--- src/rtl/core/modexp_pkg.sv ---
`default_nettype none
// ----------------------------------------------------------------------------
// modexp_pkg: shared types and constants
// Word width, register indexes and state encodings for the exponent core.
// ----------------------------------------------------------------------------
package modexp_pkg;

	localparam int WORD_BITS = 64;
	localparam int CNT_BITS  = $clog2(WORD_BITS + 1);

	typedef logic [WORD_BITS-1:0] word_t;
	typedef logic [CNT_BITS-1:0]  cnt_t;

	localparam logic REG_MODULUS  = 1'b0;
	localparam logic REG_EXPONENT = 1'b1;

	localparam word_t MOD_RESET = word_t'(1);
	localparam word_t EXP_RESET = word_t'(65537);

	// multiplier control
	typedef enum logic [1:0] {
		MM_IDLE,
		MM_RUN,
		MM_DONE
	} mm_state_t;

	// top-level sequencer
	typedef enum logic [2:0] {
		SQ_IDLE,
		SQ_REDUCE,
		SQ_SCAN,
		SQ_SQUARE,
		SQ_MULT,
		SQ_OUT
	} sq_state_t;

endpackage
`default_nettype wire

--- src/rtl/core/modexp_mulmod.sv ---
`default_nettype none
// ----------------------------------------------------------------------------
// modexp_mulmod: bit-serial modular multiplier
// Computes a*b mod n by double-and-add, one multiplier bit per cycle.
// Operands must already be below n; n == 0 means modulo 2^WORD_BITS.
// ----------------------------------------------------------------------------
module modexp_mulmod import modexp_pkg::*; (
	input  wire   clk,
	input  wire   arst_n,
	input  wire   start,
	input  word_t a,
	input  word_t b,
	input  word_t n,
	output logic  done,
	output word_t r
);

	mm_state_t state_q, state_d;
	word_t     a_q, b_q, n_q, r_q;
	cnt_t      cnt_q;
	word_t     dbl, sum;

	// add_mod(x,y): x + y, minus n if it reaches n; n == 0 wraps.
	function automatic word_t add_mod(word_t x, word_t y, word_t m);
		logic [WORD_BITS:0] s;
		logic [WORD_BITS:0] d;
		s = {1'b0, x} + {1'b0, y};
		d = s - {1'b0, m};
		if (m == '0)
			return s[WORD_BITS-1:0];
		else if (s >= {1'b0, m})
			return d[WORD_BITS-1:0];
		else
			return s[WORD_BITS-1:0];
	endfunction

	assign dbl  = add_mod(r_q, r_q, n_q);
	assign sum  = add_mod(dbl, a_q, n_q);
	assign done = (state_q == MM_DONE);
	assign r    = r_q;

	always_comb begin
		state_d = state_q;
		unique case (state_q)
			MM_IDLE: if (start) state_d = MM_RUN;
			MM_RUN:  if (cnt_q == cnt_t'(1)) state_d = MM_DONE;
			MM_DONE: state_d = MM_IDLE;
			default: state_d = MM_IDLE;
		endcase
	end

	always_ff @(posedge clk or negedge arst_n) begin
		if (!arst_n) begin
			state_q <= MM_IDLE;
			cnt_q   <= '0;
		end else begin
			state_q <= state_d;
			if (state_q == MM_IDLE && start)
				cnt_q <= cnt_t'(WORD_BITS);
			else if (state_q == MM_RUN)
				cnt_q <= cnt_q - cnt_t'(1);
		end
	end

	always_ff @(posedge clk) begin
		if (state_q == MM_IDLE && start) begin
			a_q <= a;
			b_q <= b;
			n_q <= n;
			r_q <= '0;
		end else if (state_q == MM_RUN) begin
			r_q <= b_q[WORD_BITS-1] ? sum : dbl;
			b_q <= {b_q[WORD_BITS-2:0], 1'b0};
		end
	end

endmodule
`default_nettype wire

--- src/rtl/core/modular_exponentiation.sv ---
`default_nettype none
// ----------------------------------------------------------------------------
// modular_exponentiation: left-to-right square-and-multiply, base^e mod n
// Steps: base reduction by restoring division, then one scan step per
// exponent bit; from the top set bit down, each bit adds one squaring and,
// for a one bit, a multiply, each on the serial multiplier. One item at a time.
// Reset: modulus 1, exponent 65537, sequencer idle, no result pending.
// ----------------------------------------------------------------------------
module modular_exponentiation import modexp_pkg::*; (
	input  wire   clk,
	input  wire   arst_n,
	// configuration
	input  wire   cfg_valid,
	output logic  cfg_ready,
	input  wire   cfg_index,
	input  word_t cfg_data,
	// input items
	input  wire   in_valid,
	output logic  in_ready,
	input  word_t base,
	// results
	output logic  out_valid,
	input  wire   out_ready,
	output word_t power
);

	sq_state_t state_q, state_d;
	word_t     modulus_q, exponent_q;
	word_t     acc_q, hbase_q, exp_q, rem_q, num_q;
	cnt_t      bits_q;       // exponent bits left, including current
	cnt_t      rcnt_q;
	logic      cur_bit_q;
	logic      seen_q;       // top set bit already passed
	logic      mm_start, mm_done;
	word_t     mm_a, mm_b, mm_r;
	logic [WORD_BITS:0] rem_sh, rem_sub;

	assign cfg_ready = 1'b1;
	assign in_ready  = (state_q == SQ_IDLE);
	assign out_valid = (state_q == SQ_OUT);
	assign power     = acc_q;

	always_ff @(posedge clk or negedge arst_n) begin
		if (!arst_n) begin
			modulus_q  <= MOD_RESET;
			exponent_q <= EXP_RESET;
		end else if (cfg_valid) begin
			unique case (cfg_index)
				REG_MODULUS:  modulus_q  <= cfg_data;
				REG_EXPONENT: exponent_q <= cfg_data;
				default: ;
			endcase
		end
	end

	// Restoring division for base mod n, one quotient bit per cycle.
	assign rem_sh  = {rem_q, num_q[WORD_BITS-1]};
	assign rem_sub = rem_sh - {1'b0, modulus_q};

	// Multiplier operands: square acc or multiply acc by the held base.
	assign mm_a = acc_q;
	assign mm_b = (state_q == SQ_MULT) ? hbase_q : acc_q;

	modexp_mulmod u_mul (
		.clk    (clk),
		.arst_n (arst_n),
		.start  (mm_start),
		.a      (mm_a),
		.b      (mm_b),
		.n      (modulus_q),
		.done   (mm_done),
		.r      (mm_r)
	);

	logic busy_q;

	always_comb begin
		state_d  = state_q;
		mm_start = 1'b0;
		unique case (state_q)
			SQ_IDLE:
				if (in_valid) state_d = SQ_REDUCE;
			SQ_REDUCE:
				if (rcnt_q == '0) state_d = SQ_SCAN;
			SQ_SCAN:
				if (bits_q == '0) state_d = SQ_OUT;
				else if (exp_q[WORD_BITS-1] || seen_q) state_d = SQ_SQUARE;
			SQ_SQUARE: begin
				mm_start = !busy_q;
				if (mm_done) state_d = cur_bit_q ? SQ_MULT : SQ_SCAN;
			end
			SQ_MULT: begin
				mm_start = !busy_q;
				if (mm_done) state_d = SQ_SCAN;
			end
			SQ_OUT:
				if (out_ready) state_d = SQ_IDLE;
			default: state_d = SQ_IDLE;
		endcase
	end

	always_ff @(posedge clk or negedge arst_n) begin
		if (!arst_n) begin
			state_q <= SQ_IDLE;
			busy_q  <= 1'b0;
			bits_q  <= '0;
			rcnt_q  <= '0;
			seen_q  <= 1'b0;
		end else begin
			state_q <= state_d;
			if (mm_done)
				busy_q <= 1'b0;
			else if (mm_start)
				busy_q <= 1'b1;
			if (state_q == SQ_IDLE && in_valid) begin
				bits_q <= cnt_t'(WORD_BITS);
				rcnt_q <= cnt_t'(WORD_BITS);
			end else if (state_q == SQ_REDUCE && rcnt_q != '0) begin
				rcnt_q <= rcnt_q - cnt_t'(1);
			end else if (state_q == SQ_SCAN && bits_q != '0) begin
				bits_q <= bits_q - cnt_t'(1);
			end
			if (state_q == SQ_IDLE && in_valid)
				seen_q <= 1'b0;
			else if (state_q == SQ_SCAN && bits_q != '0 && exp_q[WORD_BITS-1])
				seen_q <= 1'b1;
		end
	end

	always_ff @(posedge clk) begin
		unique case (state_q)
			SQ_IDLE: if (in_valid) begin
				num_q <= base;
				rem_q <= '0;
				exp_q <= exponent_q;
				acc_q <= word_t'(1);
			end
			SQ_REDUCE: begin
				if (rcnt_q != '0) begin
					num_q <= {num_q[WORD_BITS-2:0], 1'b0};
					if (modulus_q != '0 && !rem_sub[WORD_BITS])
						rem_q <= rem_sub[WORD_BITS-1:0];
					else
						rem_q <= rem_sh[WORD_BITS-1:0];
				end else begin
					// walk done: rem holds base mod n, or base itself for a zero modulus
					hbase_q <= rem_q;
				end
			end
			SQ_SCAN: if (bits_q != '0) begin
				cur_bit_q <= exp_q[WORD_BITS-1];
				exp_q     <= {exp_q[WORD_BITS-2:0], 1'b0};
			end
			SQ_SQUARE, SQ_MULT: if (mm_done) acc_q <= mm_r;
			default: ;
		endcase
	end

	// Leading zeros: acc stays 1 through scan cycles until the first one
	// bit, so squaring only starts at the top set bit.

endmodule
`default_nettype wire

--- config.mk ---
export PLATFORM = sky130hd
export DESIGN_NAME = modular_exponentiation
export DESIGN_NICKNAME = d
export VERILOG_FILES = /design/src/rtl/core/modexp_pkg.sv /design/src/rtl/core/modexp_mulmod.sv /design/src/rtl/core/modular_exponentiation.sv
export SDC_FILE = /design/constraint.sdc
export NUM_CORES = 2
export LEC_CHECK = 0
export ABC_AREA = 1
export BUFFER_PORTS_ARGS = -buffer_cell sky130_fd_sc_hd__buf_2
export CELL_PAD_IN_SITES_DETAIL_PLACEMENT = 0
export CELL_PAD_IN_SITES_GLOBAL_PLACEMENT = 1
export CORE_UTILIZATION = 47
export CTS_BUF_LIST = sky130_fd_sc_hd__clkbuf_8
export CTS_CLUSTER_DIAMETER = 200
export DETAILED_ROUTE_END_ITERATION = 10
export PLACE_DENSITY_LB_ADDON = 0.3
export SYNTH_ARGS = -nofsm -noshare
export SYNTH_HDL_FRONTEND = slang
export SYNTH_SLANG_ARGS = --single-unit
--- constraint.sdc ---
create_clock -name clk -period 6.9 [get_ports clk]
set_clock_uncertainty 0.05 [all_clocks]
set_input_delay 0.345 -clock clk [delete_from_list [all_inputs] [get_ports clk]]
set_output_delay 0.345 -clock clk [all_outputs]
set_load 0.01 [all_outputs]
==> flow_metrics.env <==
export IMPL_drv_cap=0
export IMPL_antenna_found_initial=24
export IMPL_min_period_ns=6.86
export IMPL_grt_ovfl_total=0
export IMPL_synth_distinct_cells=57
export IMPL_drive_gt1_share_pct=27.8
export IMPL_wl_per_cell_um=23.9
export IMPL_setup_viol=0
export IMPL_clk_latency_ns=0.90
export IMPL_critical_path_startpoint_type="flip-flop"
export IMPL_grt_pass1_vias=56200
export IMPL_core_um2=111000
export IMPL_worstSetupEndpointType="flip-flop"
export IMPL_cp_arrival_ns=7.61
export IMPL_num_nets_final=9680
export IMPL_hpwl_um=205000
export IMPL_rows=122
export IMPL_vias=59700
export IMPL_synthFlopType="edfxtp_1"
export IMPL_cts_buffers_inserted=131
export IMPL_cp_required_ns=7.65
export IMPL_r2r_slack_ns=0.04
export IMPL_synth_seq_cells=733
export IMPL_grt_pass1_wl_um=364000
export IMPL_fin_crit_sh_pct=99.5
export IMPL_synth_seq_area_share_pct=39.2
export IMPL_grt_max_degree=193
export IMPL_crit_path_max_incr_delay_ns=0.38
export IMPL_ys_async_sr_fraction_pct=21.3
export IMPL_clock_fmax_mhz=146
export IMPL_clkTransAtPathRegs_ns=0.06
export IMPL_area_delta_synth_final_pct=41.3
export IMPL_synth_warnings=0
export IMPL_first_pass_iters=8
export IMPL_netlist_area_um2=52500
export IMPL_initial_utilization_pct=47.4
export IMPL_rsz0062_at_grt="yes"
export IMPL_track_usage_pct=44.6
export IMPL_hold_class="input pin to async pin"
export IMPL_clock_root_buffer="clkbuf_8"
export IMPL_fp_dieW_um=336
export IMPL_cts_sinks=733
export IMPL_ant_nets=0
export IMPL_final_common_cell="nand2_1"
export IMPL_crit_top_cell="nand2_4"
export IMPL_synthCells=7605
export IMPL_drt_iter0_drc=7101
export IMPL_cts_max_level=4
export IMPL_postRouteWirelength_um=260000
export IMPL_drcViolationCount=0
export IMPL_final_cell_mix="nand2_1, buf_4, inv_1"
export IMPL_place_gp_congestion=1.13
export IMPL_cpMaxStageDelayCell="edfxtp_1"
export IMPL_place_port_buffers=199
export IMPL_outcome="completed"
export IMPL_ioPinCount=201
export IMPL_worst_setup_path_type="flip-flop to flip-flop"
export IMPL_synth_edf_count=513
export IMPL_synth_fp_nets=8005
export IMPL_final_max_slew_viol_count=0
export IMPL_cp_max_fo=14
export IMPL_cts_buffer_depth=3
export IMPL_hold_slack_ns=0.0590
export IMPL_die_area_um2=113000
export IMPL_cts_tree="done"
export IMPL_worst_slew_pin_transition_ns=1.25
export IMPL_slew_headroom_pct=16.7
export IMPL_viasPerCell=5.48
export IMPL_syn_area_per_cell_um2=6.90
export IMPL_die_h_um=336
export IMPL_hold_viol=0
## layer usage
metal  GRT usage (%)  vias up  wire length [µm]
li1                -    27600                 -
met1            54.0    27800             96200
met2            68.5     3307            113000
met3            11.7      877             28600
met4            32.8       16             22000
met5               0        -                97
## worst max-delay path, delay by kind of cell (launching register included)
family,cells,cell delay [ns]
buffers and inverters,14,1.74
adder cells (fa/ha/maj),4,1.08
AO/OA/AOI/OAI,1,0.06
AND/OR/NAND/NOR,30,3.16
flip-flops,1,0.38
XOR/XNOR,1,0.23
## timing repair
item | in CTS | in global routing
cloned | 6 | 4
endpoints found under the setup margin | 64 | 64
gates resized for setup | 281 | 715
hold buffers | 137 | 0
buffers inserted | 17 | 89
hold endpoints to repair | 280 | 0
pin swaps | 32 | 150
## area by class of cell
type                            instances  area, µm²
Timing Repair Buffer                 1734      13600
Tap cell                             1488       1860
Clock buffer                          143       1970
Clock inverter                         96        836
Inverter                             1271       4810
Fill cell                            9551      36500
Multi-Input combinational cell       5409      30500
Antenna cell                            7       17.5
Sequential cell                       733      20600
## cells by family (layout without fill, tap and decap cells)
family	Yosys count	after routing	share of synthesized area, %
AND/OR/NAND/NOR	4088	4088	31.8
buffers and inverters	1463	3244	10.8
AO/OA/AOI/OAI	897	897	9.24
flip-flops	733	733	39.2
adder cells (fa/ha/maj)	266	266	6.40
XOR/XNOR	157	157	2.62
other	1	8	0.00714
## synthesized netlist by cell type (4+ instances only)
cell type	count	area, µm²
nand2_2	6	37.5
dfxtp_1	64	1280
buf_1	14	52.6
nand2_1	2570	9650
a21boi_0	4	30.0
o21a_1	14	105
o21ai_1	6	30.0
nor2_1	768	2880
buf_6	12	135
edfxtp_1	513	15400
o21ai_0	352	1760
xor2_1	87	762
nor3_1	60	300
clkbuf_1	119	447
buf_2	45	225
a21oi_1	361	1810
and2_1	6	37.5
nand3_1	464	2320
o211ai_1	5	37.5
a31oi_1	71	444
dfrtp_1	153	3830
o21bai_1	54	405
nand3b_1	34	255
nor2_2	11	68.8
ha_1	262	3280
fa_1	4	80.1
xnor2_1	70	613
nand3_2	5	50.1
a21o_1	18	135
inv_2	7	26.3
nand4_1	119	744
inv_1	1263	4740
nor4_1	30	188
## sequential cells by signal, indices dropped and copies added (netlist names), 64 cells and up
signal	count
exp_q	64
hbase_q	64
num_q	64
u_mul.n_q	64
u_mul.b_q	64
rem_q	64
power	64
u_mul.r	64
exponent_q	64
u_mul.a_q	64
modulus_q	64
## worst paths after layout
| kind | start | to | cells after the start |
|---|---|---|---|
| setup / recovery | u_mul.n_q[1] | u_mul.r[46] | 50 |
| min in group clk | base[58] | num_q[58] | 4 |
| setup reg to reg | u_mul.n_q[1] | u_mul.r[46] | 50 |
| hold / removal | arst_n | exponent_q[7] | 2 |
| max in group asynchronous | arst_n | rcnt_q[3] | 3 |
| hold reg to reg | rem_q[27] | hbase_q[27] | 0 |
## stage by stage
stage	TNS, ns	worst slack, ns	cells	area [µm²]	util, %
3_5_place_dp	-39.04	-0.754	10400	64600	58.3
5_1_grt	-5.19	-0.141	10900	74200	67.0
2_1_floorplan	0	0.777	7605	52500	-
6_report	0	0.0367	10900	74200	67.0
3_3_place_gp	-37.51	-0.738	10400	64600	58.3
4_1_cts	-0.00818	-0.00664	10800	70300	63.5
Power is left out: the tool's default activity adds up to more than one toggle a clock period on the data nets, which glitch-free logic cannot reach.
